File: src/sv/dq_pkg.sv
// Package for the row-wise 8-bit dequantizer: word types, register codes and
// fp32 / fp16 / bf16 helper functions shared by the lanes and the top level.
// No dependencies.
package dq_pkg;

	localparam int LANES = 4;
	localparam int OUT_LANES = 4;
	localparam int CAP = (LANES < OUT_LANES) ? LANES : OUT_LANES;
	localparam logic [2:0] CAP_CNT = 3'(CAP);
	localparam int LANE_DEPTH = 7;

	localparam logic [1:0] FMT_FP32 = 2'd0;
	localparam logic [1:0] FMT_FP16 = 2'd1;

	localparam logic REG_OUT_FORMAT = 1'b0;
	localparam logic REG_SB_FLOAT = 1'b1;

	localparam logic [31:0] QNAN32 = 32'h7FC00000;
	localparam logic [15:0] QNAN16 = 16'h7E00;

	typedef struct packed {
		logic [7:0]  q_byte0;
		logic [7:0]  q_byte1;
		logic [7:0]  q_byte2;
		logic [7:0]  q_byte3;
		logic [2:0]  lanes_valid;
		logic [31:0] scale_bits;
		logic [31:0] bias_bits;
	} in_word_t;

	typedef struct packed {
		logic [31:0] out_lane0;
		logic [31:0] out_lane1;
		logic [31:0] out_lane2;
		logic [31:0] out_lane3;
		logic [2:0]  out_count;
	} out_word_t;

	// value = x * 2^(ee-150-rs) before rounding; ee is the biased result exponent
	typedef struct packed {
		logic              sign;
		logic              zero;
		logic              nan;
		logic              inf;
		logic [31:0]       x;
		logic [9:0]        ee;
		logic signed [6:0] rs;
	} rnd_t;

	function automatic logic [4:0] msb_pos(input logic [31:0] x);
		logic [4:0] p;
		p = '0;
		for (int i = 0; i < 32; i++) begin
			if (x[i]) begin
				p = 5'(i);
			end
		end
		return p;
	endfunction

	function automatic logic [31:0] half_to_single(input logic [15:0] h);
		logic [4:0]  e;
		logic [9:0]  m;
		logic [9:0]  mn;
		logic [3:0]  p;
		logic [31:0] r;
		e = h[14:10];
		m = h[9:0];
		p = '0;
		for (int i = 0; i < 10; i++) begin
			if (m[i]) begin
				p = 4'(i);
			end
		end
		mn = m << (4'd10 - p);
		if (e == 5'h1F) begin
			r = {h[15], 8'hFF, m, 13'd0};
		end else if (e == 5'd0) begin
			if (m == 10'd0) begin
				r = {h[15], 31'd0};
			end else begin
				r = {h[15], 8'(8'd103 + 8'(p)), mn, 13'd0};
			end
		end else begin
			r = {h[15], 8'(8'(e) + 8'd112), m, 13'd0};
		end
		return r;
	endfunction

	function automatic rnd_t norm(input logic sg, input logic z, input logic nan,
			input logic inf, input logic [31:0] x, input logic signed [9:0] k);
		rnd_t r;
		int p;
		int er;
		int ee;
		p = int'(msb_pos(x));
		er = p + int'(k) + 127;
		ee = (er < 1) ? 1 : er;
		r.sign = sg;
		r.zero = z;
		r.nan = nan;
		r.inf = inf;
		r.x = x;
		r.ee = 10'(ee);
		r.rs = 7'(ee - 150 - int'(k));
		return r;
	endfunction

	function automatic logic [31:0] round_pack(input rnd_t r);
		logic [31:0] rv;
		logic [31:0] msk;
		logic        g;
		logic        st;
		int          sh;
		int          pk;
		logic [31:0] res;
		sh = int'(r.rs);
		if (sh <= 0) begin
			rv = r.x << (-sh);
			g = 1'b0;
			st = 1'b0;
		end else begin
			rv = r.x >> sh;
			g = r.x[sh-1];
			msk = (32'd1 << (sh - 1)) - 32'd1;
			st = |(r.x & msk);
		end
		rv = rv + 32'(g & (st | rv[0]));
		pk = ((int'(r.ee) - 1) << 23) + int'(rv);
		if (r.nan) begin
			res = QNAN32;
		end else if (r.inf) begin
			res = {r.sign, 31'h7F800000};
		end else if (r.zero) begin
			res = {r.sign, 31'd0};
		end else if (r.ee > 10'd254 || pk >= 32'h7F800000) begin
			res = {r.sign, 31'h7F800000};
		end else begin
			res = {r.sign, 31'(pk)};
		end
		return res;
	endfunction

	function automatic logic [15:0] single_to_half(input logic [31:0] v);
		logic [7:0]  e;
		logic [22:0] m;
		logic [23:0] mm;
		logic [15:0] r;
		logic [23:0] rem;
		logic [23:0] half;
		logic [7:0]  sh;
		logic [15:0] res;
		e = v[30:23];
		m = v[22:0];
		mm = {1'b1, m};
		sh = 8'd126 - e;
		r = '0;
		if (e == 8'hFF) begin
			res = (m != 23'd0) ? QNAN16 : {v[31], 15'h7C00};
		end else if (e >= 8'd143) begin
			res = {v[31], 15'h7C00};
		end else if (e >= 8'd113) begin
			r = {1'b0, 5'(e - 8'd112), m[22:13]};
			if (m[12:0] > 13'h1000 || (m[12:0] == 13'h1000 && r[0])) begin
				r = r + 16'd1;
			end
			res = {v[31], 15'd0} | r;
		end else if (e == 8'd0 || sh >= 8'd25) begin
			res = {v[31], 15'd0};
		end else begin
			r = 16'(mm >> sh);
			rem = mm & ((24'd1 << sh) - 24'd1);
			half = 24'd1 << (sh - 8'd1);
			if (rem > half || (rem == half && r[0])) begin
				r = r + 16'd1;
			end
			res = {v[31], 15'd0} | r;
		end
		return res;
	endfunction

	function automatic logic [15:0] single_to_bf16(input logic [31:0] v);
		logic [32:0] r;
		r = {1'b0, v} + 33'h7FFF + 33'(v[16]);
		return r[31:16];
	endfunction

endpackage

File: src/sv/dq_lane.sv
// One dequantizer lane: q * scale (rounded fp32), + bias (rounded fp32), then
// narrowing to the selected format. Seven register stages. Uses dq_pkg.
module dq_lane (
	input  logic        clk,
	input  logic [7:0]  q,
	input  logic [31:0] scale,
	input  logic [31:0] bias,
	input  logic [1:0]  fmt,
	output logic [31:0] res
);
	import dq_pkg::*;

	logic [31:0]       p_s1;
	logic signed [9:0] k_s1;
	logic              sg_s1, z_s1, nan_s1, inf_s1;
	logic [31:0]       bias_s1;
	rnd_t              m_s2;
	logic [31:0]       bias_s2;
	logic [31:0]       prod_s3;
	logic [31:0]       bias_s3;
	logic [31:0]       x_s4;
	logic signed [9:0] k_s4;
	logic              sg_s4, z_s4, nan_s4, inf_s4;
	rnd_t              a_s5;
	logic [31:0]       sum_s6;
	logic [31:0]       res_s7;

	logic [7:0]  se;
	logic [23:0] sm;
	logic        s_special;

	assign se = scale[30:23];
	assign sm = {se != 8'd0, scale[22:0]};
	assign s_special = (se == 8'hFF);

	always_ff @(posedge clk) begin
		p_s1    <= 32'(q) * 32'(sm);
		k_s1    <= 10'(((se == 8'd0) ? 10'd1 : {2'b0, se})) - 10'sd150;
		sg_s1   <= scale[31];
		z_s1    <= (q == 8'd0) || (sm == 24'd0);
		nan_s1  <= s_special && (scale[22:0] != 23'd0 || q == 8'd0);
		inf_s1  <= s_special && scale[22:0] == 23'd0 && q != 8'd0;
		bias_s1 <= bias;
	end

	always_ff @(posedge clk) begin
		m_s2    <= norm(sg_s1, z_s1, nan_s1, inf_s1, p_s1, k_s1);
		bias_s2 <= bias_s1;
		prod_s3 <= round_pack(m_s2);
		bias_s3 <= bias_s2;
	end

	// alignment add
	logic [31:0] big, sml;
	logic        a_nan, b_nan, a_inf, b_inf;
	logic [7:0]  eg, es, d;
	logic [31:0] gs, ss0, ssh, sum;
	logic        stk;

	always_comb begin
		a_nan = prod_s3[30:23] == 8'hFF && prod_s3[22:0] != 23'd0;
		b_nan = bias_s3[30:23] == 8'hFF && bias_s3[22:0] != 23'd0;
		a_inf = prod_s3[30:23] == 8'hFF && prod_s3[22:0] == 23'd0;
		b_inf = bias_s3[30:23] == 8'hFF && bias_s3[22:0] == 23'd0;
		if (prod_s3[30:0] >= bias_s3[30:0]) begin
			big = prod_s3;
			sml = bias_s3;
		end else begin
			big = bias_s3;
			sml = prod_s3;
		end
		eg = (big[30:23] == 8'd0) ? 8'd1 : big[30:23];
		es = (sml[30:23] == 8'd0) ? 8'd1 : sml[30:23];
		d = eg - es;
		gs = {5'd0, big[30:23] != 8'd0, big[22:0], 3'd0};
		ss0 = {5'd0, sml[30:23] != 8'd0, sml[22:0], 3'd0};
		if (d >= 8'd27) begin
			ssh = '0;
			stk = |ss0;
		end else begin
			ssh = ss0 >> d;
			stk = |(ss0 & ((32'd1 << d) - 32'd1));
		end
		ssh = ssh | 32'(stk);
		sum = (prod_s3[31] == bias_s3[31]) ? gs + ssh : gs - ssh;
	end

	always_ff @(posedge clk) begin
		x_s4   <= sum;
		k_s4   <= 10'({2'b0, eg}) - 10'sd153;
		sg_s4  <= (sum == 32'd0) ? (prod_s3[31] & bias_s3[31]) : big[31];
		z_s4   <= (sum == 32'd0);
		nan_s4 <= a_nan || b_nan || (a_inf && b_inf && prod_s3[31] != bias_s3[31]);
		inf_s4 <= a_inf || b_inf;
	end

	always_ff @(posedge clk) begin
		a_s5   <= norm(sg_s4, z_s4, nan_s4, inf_s4, x_s4, k_s4);
		sum_s6 <= round_pack(a_s5);
	end

	always_ff @(posedge clk) begin
		case (fmt)
			FMT_FP32: res_s7 <= sum_s6;
			FMT_FP16: res_s7 <= {16'd0, single_to_half(sum_s6)};
			default:  res_s7 <= {16'd0, single_to_bf16(sum_s6)};
		endcase
	end

	assign res = res_s7;

endmodule

File: config.mk
export PLATFORM = sky130hd
export DESIGN_NAME = dq_lane
export DESIGN_NICKNAME = d
export VERILOG_FILES = /design/src/sv/dq_pkg.sv /design/src/sv/dq_lane.sv
export SDC_FILE = /design/constraint.sdc
export NUM_CORES = 2
export LEC_CHECK = 0
export CAP_MARGIN = 20
export CELL_PAD_IN_SITES_DETAIL_PLACEMENT = 1
export CELL_PAD_IN_SITES_GLOBAL_PLACEMENT = 2
export CORE_MARGIN = 5
export CORE_UTILIZATION = 36
export CTS_CLUSTER_DIAMETER = 120
export DETAILED_ROUTE_END_ITERATION = 12
export DONT_BUFFER_PORTS = 1
export PLACE_DENSITY_LB_ADDON = 0.15
export SYNTH_ARGS = -nofsm -noshare
export SYNTH_HDL_FRONTEND = slang
export SYNTH_SLANG_ARGS = --single-unit
File: constraint.sdc
create_clock -name clk -period 9.7 [get_ports clk]
set_clock_uncertainty 0.05 [all_clocks]
set_input_delay 0.97 -clock clk [delete_from_list [all_inputs] [get_ports clk]]
set_output_delay 0.97 -clock clk [all_outputs]
set_load 0.02 [all_outputs]
==> impl_metrics.json <==
{
  "synthFlopType": "dfxtp_1",
  "fp.dieH_um": 339,
  "grt_max_degree": 67,
  "cts_root_buffer": "clkbuf_16",
  "slew_headroom": 0.292,
  "start_util": 0.362,
  "via_per_inst": 5.90,
  "grt_overflow": 0,
  "drt_wl_total_um": 155000,
  "crit_path_top_delay_cell": "or4_4",
  "numCtsBuffers": 45,
  "mostFrequentLayoutCells": "nand2_1, nor2_1, dfxtp_1",
  "tns_ns": 0,
  "yosys-top-cells-area": "dfxtp_1, ha_1, fa_1",
  "tightest_slew_ns": 1.03,
  "fin_crit_ns": 9.34,
  "clk-insertion-delay-late_ns": 0.66,
  "ys_ff_latch": 388,
  "synth_top_area_frac": 0.200,
  "ys_warn_count": 0,
  "end_kind": "flip-flop",
  "fp-row-count": 120,
  "async_flop_share": 0,
  "gp_congestion": 0.913,
  "hold_class": "flip-flop to flip-flop",
  "syn2layout_area_growth_pct": 9.88,
  "post-route-drc-count": 0,
  "io_buffers": 0,
  "wl_per_cell_um": 24.5,
  "finalCritPeriodShare": 0.963,
  "status": "finished, final reports clean",
  "pin_count": 107,
  "track_usage": 0.259,
  "synth.distinct_cells": 116,
  "hpwlAfterDp_um": 122000,
  "synth_fp_nets": 5423,
  "synth_seq_area_share": 0.200,
  "hold_violations": 0,
  "die-area_um2": 115000,
  "first_pass_iters": 8,
  "drv_slew": 0,
  "final_nets": 5342,
  "grt_pass1_wl_um": 236000,
  "synth_edf_count": 0,
  "synthesis.area_um2": 38900,
  "dr.first_iter.drc_count": 2796,
  "critPathKind": "flip-flop to flip-flop",
  "path_clk_slew_ns": 0.07,
  "max_stage_delay_ns": 0.56,
  "clock_sinks": 388,
  "die_w_um": 339,
  "drtAntennaViolNets": 0,
  "max_cap_viol_count": 0,
  "syn-instance-count": 4945,
  "routed-via-count": 37200,
  "core_area_um2": 107000,
  "hold_buffers": 0,
  "antenna_cells": 0,
  "cp_max_fo": 8,
  "avgSynthCellArea_um2": 7.86,
  "final_common_cell": "nand2_1",
  "critPathRequiredTime_ns": 10.17,
  "cp-start-kind": "flip-flop",
  "max_freq_ghz": 0.107,
  "tritoncts": "built",
  "htreeDepth": 2,
  "synth_top_area_cell": "dfxtp_1",
  "antenna_found_initial": 4,
  "cp_data_arrival_time_ns": 9.81,
  "first_global_vias": 37828,
  "setup_violations": 0,
  "cts_buffer_depth": 3,
  "drive_gt1_frac": 0.105
}
worst max-delay path: cells and delay by family (launching register included):
family	cells	cell delay, ns
mux	3	0.62
flops	1	0.37
compound gates	20	4.24
fa+ha+maj	4	1.02
simple gates	14	2.31
buf+inv	5	0.53
flip-flops by register name, summed over array words and instances, names as in the netlist, 9 cells and up:
register and cells:
m_s2 53, prod_s3 32, res 32, p_s1 32
a_s5 53, bias_s2 32, bias_s1 32, sum_s6 32
k_s1 9, bias_s3 32, x_s4 32, k_s4 9
stage by stage:
stage               std cells  hold WS [ns]  area, um2   util  worst slack, ns
floorplan                4945         0.260      38900      -            0.188
global placement         6202         0.260      40600  0.379            0.243
detailed placement       6202         0.263      40600  0.379            0.127
CTS                      6285         0.233      42200  0.393           0.0783
global route             6303         0.250      42700  0.398          -0.0704
finish                   6303         0.272      42700  0.398            0.363
final timing paths:
path | start | to | slack, ns | cells past startpoint
setup / recovery | bias_s3[12] | sg_s4 | 0.36 | 46
hold / removal | bias_s2[15] | bias_s3[15] | 0.27 | 0
setup reg to reg | bias_s3[12] | sg_s4 | 0.36 | 46
hold reg to reg | bias_s2[15] | bias_s3[15] | 0.27 | 0
Yosys cell counts, drive strengths merged, types with 20 or more instances:
cell / count
or3: 30
o22ai: 74
a22oi: 27
mux2i: 179
and3: 32
nor2: 443
nor4: 69
fa: 138
o21a: 38
buf: 95
a21oi: 337
nand4: 65
o31ai: 31
o221ai: 20
clkbuf: 196
o211ai: 38
dfxtp: 388
a31oi: 43
nor2b: 45
mux2: 50
o21bai: 39
nand2b: 42
nand2: 557
ha: 265
nand3: 110
nor3: 192
o21ai: 230
inv: 355
xor2: 67
a211oi: 45
or2: 24
a21o: 42
and2: 157
xnor2: 152
mux4: 81
final cells by class:
class / count / area (um2)
fillers: 13018 / 64500
multi-input cells: 3907 / 28900
flip-flops and latches: 388 / 7780
well taps: 1403 / 1760
inverters: 359 / 1350
repair buffers: 163 / 1340
clock buffers: 52 / 1180
clock inverters: 31 / 378
routing by layer:
layer / vias to the layer above / wire length [um] / track usage / share of wire
li1: 17397 / - / - / -
met1: 18618 / 70700 / 0.353 / 0.46
met2: 957 / 72800 / 0.438 / 0.47
met3: 226 / 6910 / 0.0270 / 0.045
met4: 2 / 4300 / 0.0705 / 0.028
met5: - / 13 / 0 / 0.000084
cells by family (layout without fill, tap and decap cells):
| group | Yosys count | count (layout) | share of synthesized area |
|---|---|---|---|
| flip-flops | 388 | 388 | 0.200 |
| AO/OA/AOI/OAI | 1162 | 1162 | 0.196 |
| AND/OR/NAND/NOR | 1811 | 1811 | 0.223 |
| buffers and inverters | 650 | 605 | 0.0668 |
| multiplexers | 310 | 310 | 0.108 |
| XOR/XNOR | 219 | 219 | 0.0494 |
| adder cells (fa/ha/maj) | 405 | 405 | 0.157 |
timing repair:
item	4_1_cts	5_1_grt
setup endpoints to repair	0	4
setup buffers	0	15
gates resized for setup	0	70
Power is left out: the tool's default activity adds up to more than one toggle a clock period on the data nets, which glitch-free logic cannot reach.
