==> src/sv/dq_pkg.sv <==
// Package for the row-wise 8-bit dequantizer: word types, register codes and
// fp32 / fp16 / bf16 helper functions shared by the lanes and the top level.
// No dependencies.
package dq_pkg;

	localparam int LANES = 4;
	localparam int OUT_LANES = 4;
	localparam int CAP = (LANES < OUT_LANES) ? LANES : OUT_LANES;
	localparam logic [2:0] CAP_CNT = 3'(CAP);
	localparam int LANE_DEPTH = 7;

	localparam logic [1:0] FMT_FP32 = 2'd0;
	localparam logic [1:0] FMT_FP16 = 2'd1;

	localparam logic REG_OUT_FORMAT = 1'b0;
	localparam logic REG_SB_FLOAT = 1'b1;

	localparam logic [31:0] QNAN32 = 32'h7FC00000;
	localparam logic [15:0] QNAN16 = 16'h7E00;

	typedef struct packed {
		logic [7:0]  q_byte0;
		logic [7:0]  q_byte1;
		logic [7:0]  q_byte2;
		logic [7:0]  q_byte3;
		logic [2:0]  lanes_valid;
		logic [31:0] scale_bits;
		logic [31:0] bias_bits;
	} in_word_t;

	typedef struct packed {
		logic [31:0] out_lane0;
		logic [31:0] out_lane1;
		logic [31:0] out_lane2;
		logic [31:0] out_lane3;
		logic [2:0]  out_count;
	} out_word_t;

	// value = x * 2^(ee-150-rs) before rounding; ee is the biased result exponent
	typedef struct packed {
		logic              sign;
		logic              zero;
		logic              nan;
		logic              inf;
		logic [31:0]       x;
		logic [9:0]        ee;
		logic signed [6:0] rs;
	} rnd_t;

	function automatic logic [4:0] msb_pos(input logic [31:0] x);
		logic [4:0] p;
		p = '0;
		for (int i = 0; i < 32; i++) begin
			if (x[i]) begin
				p = 5'(i);
			end
		end
		return p;
	endfunction

	function automatic logic [31:0] half_to_single(input logic [15:0] h);
		logic [4:0]  e;
		logic [9:0]  m;
		logic [9:0]  mn;
		logic [3:0]  p;
		logic [31:0] r;
		e = h[14:10];
		m = h[9:0];
		p = '0;
		for (int i = 0; i < 10; i++) begin
			if (m[i]) begin
				p = 4'(i);
			end
		end
		mn = m << (4'd10 - p);
		if (e == 5'h1F) begin
			r = {h[15], 8'hFF, m, 13'd0};
		end else if (e == 5'd0) begin
			if (m == 10'd0) begin
				r = {h[15], 31'd0};
			end else begin
				r = {h[15], 8'(8'd103 + 8'(p)), mn, 13'd0};
			end
		end else begin
			r = {h[15], 8'(8'(e) + 8'd112), m, 13'd0};
		end
		return r;
	endfunction

	function automatic rnd_t norm(input logic sg, input logic z, input logic nan,
			input logic inf, input logic [31:0] x, input logic signed [9:0] k);
		rnd_t r;
		int p;
		int er;
		int ee;
		p = int'(msb_pos(x));
		er = p + int'(k) + 127;
		ee = (er < 1) ? 1 : er;
		r.sign = sg;
		r.zero = z;
		r.nan = nan;
		r.inf = inf;
		r.x = x;
		r.ee = 10'(ee);
		r.rs = 7'(ee - 150 - int'(k));
		return r;
	endfunction

	function automatic logic [31:0] round_pack(input rnd_t r);
		logic [31:0] rv;
		logic [31:0] msk;
		logic        g;
		logic        st;
		int          sh;
		int          pk;
		logic [31:0] res;
		sh = int'(r.rs);
		if (sh <= 0) begin
			rv = r.x << (-sh);
			g = 1'b0;
			st = 1'b0;
		end else begin
			rv = r.x >> sh;
			g = r.x[sh-1];
			msk = (32'd1 << (sh - 1)) - 32'd1;
			st = |(r.x & msk);
		end
		rv = rv + 32'(g & (st | rv[0]));
		pk = ((int'(r.ee) - 1) << 23) + int'(rv);
		if (r.nan) begin
			res = QNAN32;
		end else if (r.inf) begin
			res = {r.sign, 31'h7F800000};
		end else if (r.zero) begin
			res = {r.sign, 31'd0};
		end else if (r.ee > 10'd254 || pk >= 32'h7F800000) begin
			res = {r.sign, 31'h7F800000};
		end else begin
			res = {r.sign, 31'(pk)};
		end
		return res;
	endfunction

	function automatic logic [15:0] single_to_half(input logic [31:0] v);
		logic [7:0]  e;
		logic [22:0] m;
		logic [23:0] mm;
		logic [15:0] r;
		logic [23:0] rem;
		logic [23:0] half;
		logic [7:0]  sh;
		logic [15:0] res;
		e = v[30:23];
		m = v[22:0];
		mm = {1'b1, m};
		sh = 8'd126 - e;
		r = '0;
		if (e == 8'hFF) begin
			res = (m != 23'd0) ? QNAN16 : {v[31], 15'h7C00};
		end else if (e >= 8'd143) begin
			res = {v[31], 15'h7C00};
		end else if (e >= 8'd113) begin
			r = {1'b0, 5'(e - 8'd112), m[22:13]};
			if (m[12:0] > 13'h1000 || (m[12:0] == 13'h1000 && r[0])) begin
				r = r + 16'd1;
			end
			res = {v[31], 15'd0} | r;
		end else if (e == 8'd0 || sh >= 8'd25) begin
			res = {v[31], 15'd0};
		end else begin
			r = 16'(mm >> sh);
			rem = mm & ((24'd1 << sh) - 24'd1);
			half = 24'd1 << (sh - 8'd1);
			if (rem > half || (rem == half && r[0])) begin
				r = r + 16'd1;
			end
			res = {v[31], 15'd0} | r;
		end
		return res;
	endfunction

	function automatic logic [15:0] single_to_bf16(input logic [31:0] v);
		logic [32:0] r;
		r = {1'b0, v} + 33'h7FFF + 33'(v[16]);
		return r[31:16];
	endfunction

endpackage

==> src/sv/dq_merge.sv <==
// Merge stage: zeroes lanes beyond the count and registers the result word.
// Uses dq_pkg.
module dq_merge (
	input  logic                  clk,
	input  logic                  arst_n,
	input  logic                  vld,
	input  logic [2:0]            cnt,
	input  logic [3:0][31:0]      lane_res,
	output logic                  done,
	output dq_pkg::out_word_t     result
);
	import dq_pkg::*;

	logic             done_q;
	out_word_t        result_q;
	logic [3:0][31:0] m;

	always_comb begin
		for (int i = 0; i < 4; i++) begin
			m[i] = (3'(i) < cnt) ? lane_res[i] : 32'd0;
		end
	end

	always_ff @(posedge clk or negedge arst_n) begin
		if (!arst_n) begin
			done_q <= 1'b0;
		end else begin
			done_q <= vld;
		end
	end

	always_ff @(posedge clk) begin
		result_q.out_lane0 <= m[0];
		result_q.out_lane1 <= m[1];
		result_q.out_lane2 <= m[2];
		result_q.out_lane3 <= m[3];
		result_q.out_count <= cnt;
	end

	assign done = done_q;
	assign result = result_q;

endmodule

==> config.mk <==
export PLATFORM = sky130hd
export DESIGN_NAME = dq_merge
export DESIGN_NICKNAME = d
export VERILOG_FILES = /design/src/sv/dq_pkg.sv /design/src/sv/dq_merge.sv
export SDC_FILE = /design/constraint.sdc
export NUM_CORES = 1
export LEC_CHECK = 0
export BUFFER_PORTS_ARGS = -buffer_cell sky130_fd_sc_hd__buf_4
export CORE_MARGIN = 2
export CORE_UTILIZATION = 35
export CTS_CLUSTER_SIZE = 8
export DETAILED_ROUTE_END_ITERATION = 8
export MAX_ROUTING_LAYER = met4
export PLACE_DENSITY = 0.76
export SETUP_SLACK_MARGIN = 0.02
export SKIP_CTS_REPAIR_TIMING = 1
export SLEW_MARGIN = 10
export SYNTH_ARGS = -nofsm -noshare
export SYNTH_HDL_FRONTEND = slang
export SYNTH_SLANG_ARGS = --single-unit
==> constraint.sdc <==
create_clock -name clk -period 0.8 [get_ports clk]
set_input_delay 0.12 -clock clk [delete_from_list [all_inputs] [get_ports clk]]
set_output_delay 0.12 -clock clk [all_outputs]
set_load 0.01 [all_outputs]
==> impl_metrics.toml, run 1 <==
[outcome]
status = "finished with violations"
violations = "negative setup slack"

[synth]
synth.top_cell.area_share_pct = 74.17
postSynthCellCount = 275
synth_enable_flop_cells = 0
synthArstFlopShare_pct = 0.7576
syn-mean-instance-area_sq_um = 12.86
synth_area_leaders = "dfxtp_1 (74%), nor2b_1 (17%), and2_1 (5.7%)"
synth_fp_nets = 409
ys_warn_count = 0
ys_types = 9
yosysTopAreaCell = "dfxtp_1"
ys_seq_area_share_pct = 74.88
synthTopCellsByCount = "dfxtp_1 (131), nor2b_1 (96), and2_1 (32)"
synth_area_sq_um = 3536
ys.flop_type = "dfxtp_1"
synth.most_common_cell = "dfxtp_1"
ys_ff_latch = 132

[pwr]
p_switching_mw = 3.979
power.share.clock_pct = 45.6
power.leakage_nw = 3.790
p_comb_share_pct = 14.5
swShare_pct = 21.74
p_int_mw = 14.32
seqPwrFrac_pct = 39.9
p_per_area_nw_per_um2 = 2200
vdd_drop_max_v = 0.001287

[worst_hold_path]
min-delay-path-class = "in -> reg"
worstHoldPathCells = 2

[sta]
setup_viol_count_final = 132
clock.fmax_mhz = 891.0
hold_viol = 0
whs_ps = 47.98
setup_ws_ps = -322.4
slew_headroom_pct = 81.56
worst_slew_pin_slew_ps = 276.6
period_share_pct = 140.3
fin_crit_ps = 1122
rsz0062_at_grt = "yes"
slew_viol_final = 0

[drt]
viasPerCell = 4.145
wl_per_cell_um = 17.74
drt_iter0_drc = 107
antenna_left = 0
drtPass1Iterations = 4
drcViolationCount = 0
vias = 3440
drt_wl_total_um = 14720

[critical_path]
crit_slowest_cell = "dfrtp_1"
cp-end-kind = "output pin"
critPathArrivalTime_ps = 1000
cp_top_family = "flip-flops"
crit_cells = 1
path_cells = "buf_4"
cp_max_fo = 1
path_class = "reg -> out"
worstSetupStartpointType = "flop"
cp_slowest_stage_delay_ps = 360
worst-path-buf-inv = 1
cp_data_required_time_ps = 680

[grt]
grt_first_pass_wirelength_um = 14350
antenna_found_initial = 0
grt_overflow_total = 0
grt_use_total_pct = 17.78
grt_max_degree = 34
grt_pass1_vias = 2901

[layout]
finish.utilization_pct = 85.10
drive_gt1_share_pct = 60.83
syn_to_final_growth_pct = 135.2
antenna_cells = 0
fill_cells = 446
fin_nets = 818

[clock_tree]
tritoncts = "built"
clockBufferDepth = 2
cts_sinks = 132
clk_pin_slew_ps = 60
h-tree-depth = 4
root_buffer = "clkbuf_8"
cts_buffers = 17

[job]
maxCapViolCount = 0

[place]
place_hpwl_um = 7201
portBuffers = 265
place.gp.congestion = 0.8007

[floorplan]
io_pins = 266
start_util_pct = 36.18
die_y_um = 104.5
die-area_sq_um = 10920
core_area_sq_um = 9774
die_x_um = 104.5
placementRows = 36
[cells by family after synthesis]
| group | share of synthesized area [%] |
|---|---|
| DFF | 74.88 |
| AOI/OAI and AO/OA | 0.2477 |
| buffers and inverters | 1.592 |
| and+or+nand+nor | 23.28 |
[layer usage]
layer | wire (um) | vias up | global-route usage (%)
met5 | 0 | - | -
met4 | 266 | 0 | 8.494
met3 | 1021 | 26 | 6.203
met2 | 8247 | 168 | 30.39
met1 | 5189 | 1596 | 18.20
li1 | - | 1650 | -
[sequential cells by signal (all words and copies together), names as in the netlist]
register and count:
result 131, done 1
[power groups by stage]
stage	clock network, mW	logic (mW)	registers (mW)
floorplan	0	0.311	7.47
global placement	0	1.74	7.25
detailed placement	0	1.77	7.26
CTS	8.37	1.78	7.12
global route	8.73	2.79	7.33
finish	8.34	2.66	7.30
[cell type report]
type	instances	area (sq um)	area share, %
clock inverters	12	203.9	2.452
well taps	133	166.4	2.001
repair buffers	402	3880	46.65
clock buffers	20	435.4	5.235
flip-flops and latches	132	2800	33.66
multi-input cells	131	832.0	10.00
[worst paths after layout]
path	from	slack, ps	endpoint
max in group asynchronous	arst_n	210	done
worst min-delay path	cnt[2]	50	result[2]
min in group asynchronous	arst_n	490	done
worst max-delay path	done	-320	done
[placed cells by master, fill, tap and decap left out, types with 2 or more instances in the layout]
cell type and n:
buf_4 135, dlygate4sd3_1 133, buf_6 131, dfxtp_2 122, nor2b_1 96, and2_1 32, clkbuf_16 16, dfxtp_1 9
bufinv_16 5, clkinvlp_4 3, clkinv_4 3, buf_12 3, clkbuf_8 2, clkbuf_1 2
[metrics by stage]
stage / cell area (sq um) / TNS, ps / setup WS [ps] / total power [mW] / std cells
finish: 8318 / -33010 / -322.4 / 18.30 / 830
CTS: 6342 / -36710 / -338.1 / 17.27 / 697
global placement: 5703 / -2330 / -54.29 / 8.983 / 665
global route: 8318 / -37450 / -369.8 / 18.86 / 830
detailed placement: 5703 / -3290 / -77.68 / 9.027 / 665
floorplan: 3536 / 0 / 102.2 / 7.778 / 275
Note: power is estimated with default switching activity, not from simulation.
==> inputs of run 2 (changes only) <==
Settings changed: ABC_AREA set to 0, PLACE_DENSITY 0.76 to 0.82.
==> run 2 against run 1 <==
  * The flow still finishes with violations (negative setup slack)
  * Clock power fell by 16%
  * Core utilization fell by 0.86 points
  * Via count rose by 3.5%
  * Worst hold slack got worse by 14 ps
  * Sequential power barely moved
  * Largest power group is now sequential cells
  * Highest routed layer unchanged
==> impl_metrics.toml, run 2 (synthesis gave the netlist of run 1 again) <==
[sta]
rsz0062_at_grt = "yes"
fin_crit_ps = 1124
whs_ps = 33.51
worst_slew_pin_slew_ps = 276.9
totalNegativeSetupSlack_ps = -33030
slew_headroom_pct = 81.54
clock.fmax_mhz = 889.9
setup_ws_ps = -323.8
hold_viol = 0
slew_viol_final = 0
period_share_pct = 140.5
setup_viol_count_final = 132

[clock_tree]
root_buffer = "clkbuf_8"
cts_sinks = 132
cts_buffers = 17
tritoncts = "built"
clockBufferDepth = 2
clk_pin_slew_ps = 50
h-tree-depth = 4

[floorplan]
start_util_pct = 36.18
placementRows = 36
io_pins = 266
die-area_sq_um = 10920
die_x_um = 104.5
core_area_sq_um = 9774
die_y_um = 104.5

[layout]
fin_nets = 820
largest_register_ffs = 131
final_cell_mix = "buf_4 (137), dlygate4sd3_1 (133), buf_6 (131)"
stdcell_count = 833
drive_gt1_share_pct = 61.09
final_common_cell = "buf_4"
syn_to_final_growth_pct = 132.9

[place]
place_inst = 667
portBuffers = 265
place_hpwl_um = 6963
place.gp.congestion = 0.7731

[grt]
grt_use_total_pct = 17.48
grt_overflow_total = 0
grt_pass1_vias = 2802
grt_first_pass_wirelength_um = 14030
antenna_found_initial = 1
grt_max_degree = 33

[critical_path]
cp_data_required_time_ps = 680
cp-end-kind = "output pin"
worst-path-buf-inv = 1
path_cells = "buf_4"
cp_slowest_stage_delay_ps = 370
path_class = "reg -> out"
cp_max_fo = 1
cp_top_family = "flip-flops"
critPathArrivalTime_ps = 1000
worstSetupStartpointType = "flop"
crit_slowest_cell = "dfrtp_1"

[pwr]
vdd_drop_max_v = 0.001444
p_per_area_nw_per_um2 = 2063
power.leakage_nw = 3.759

[drt]
viasPerCell = 4.274
drt_iter0_drc = 93
wl_per_cell_um = 18.59
vias = 3560
drtPass1Iterations = 4
antenna_left = 0
drcViolationCount = 0
drt_wl_total_um = 15490

[worst_hold_path]
min-delay-path-class = "in -> reg"

[outcome]
status = "finished with violations"
violations = "negative setup slack"

[job]
maxCapViolCount = 0
[run 2: metal layers]
layer	wire [um]	global-route usage (%)
met5	0	-
met4	616	9.942
met3	1028	5.952
met2	8589	29.18
met1	5253	17.93
[run 2: per-stage QoR]
step	instance area, sq um	util [%]	power, mW	setup WS [ps]
final	8234	84.24	16.99	-323.8
after CTS	6254	63.98	15.93	-341.1
after global routing	8234	84.24	17.52	-368.2
after global placement	5718	58.50	8.992	-71.05
after detailed placement	5718	58.50	9.027	-103.8
after floorplan	3536	-	7.778	102.2
[run 2: final cells by class]
cell class                 count  area [sq um]
timing repair buffer         404          3895
sequential                   132          2803
fill                         432          1540
multi-input combinational    131         832.0
clock buffer                  22         452.9
tap                          133         166.4
clock inverter                10         82.58
antenna                        1         2.502
[run 2: power breakdown]
| part | internal, mW | switching, mW | leakage, nW |
|---|---|---|---|
| Combinational | 1.78 | 0.907 | 2.37 |
| Clock | 4.25 | 2.74 | 0.260 |
| Sequential | 7.08 | 0.234 | 1.13 |
| Total | 13.1 | 3.88 | 3.76 |
[run 2: worst paths after layout]
kind | endpoint | from | cells after the start
max in group asynchronous | done | arst_n | 3
min | result[26] | cnt[2] | 3
min in group asynchronous | done | arst_n | 3
max | done | done | 1
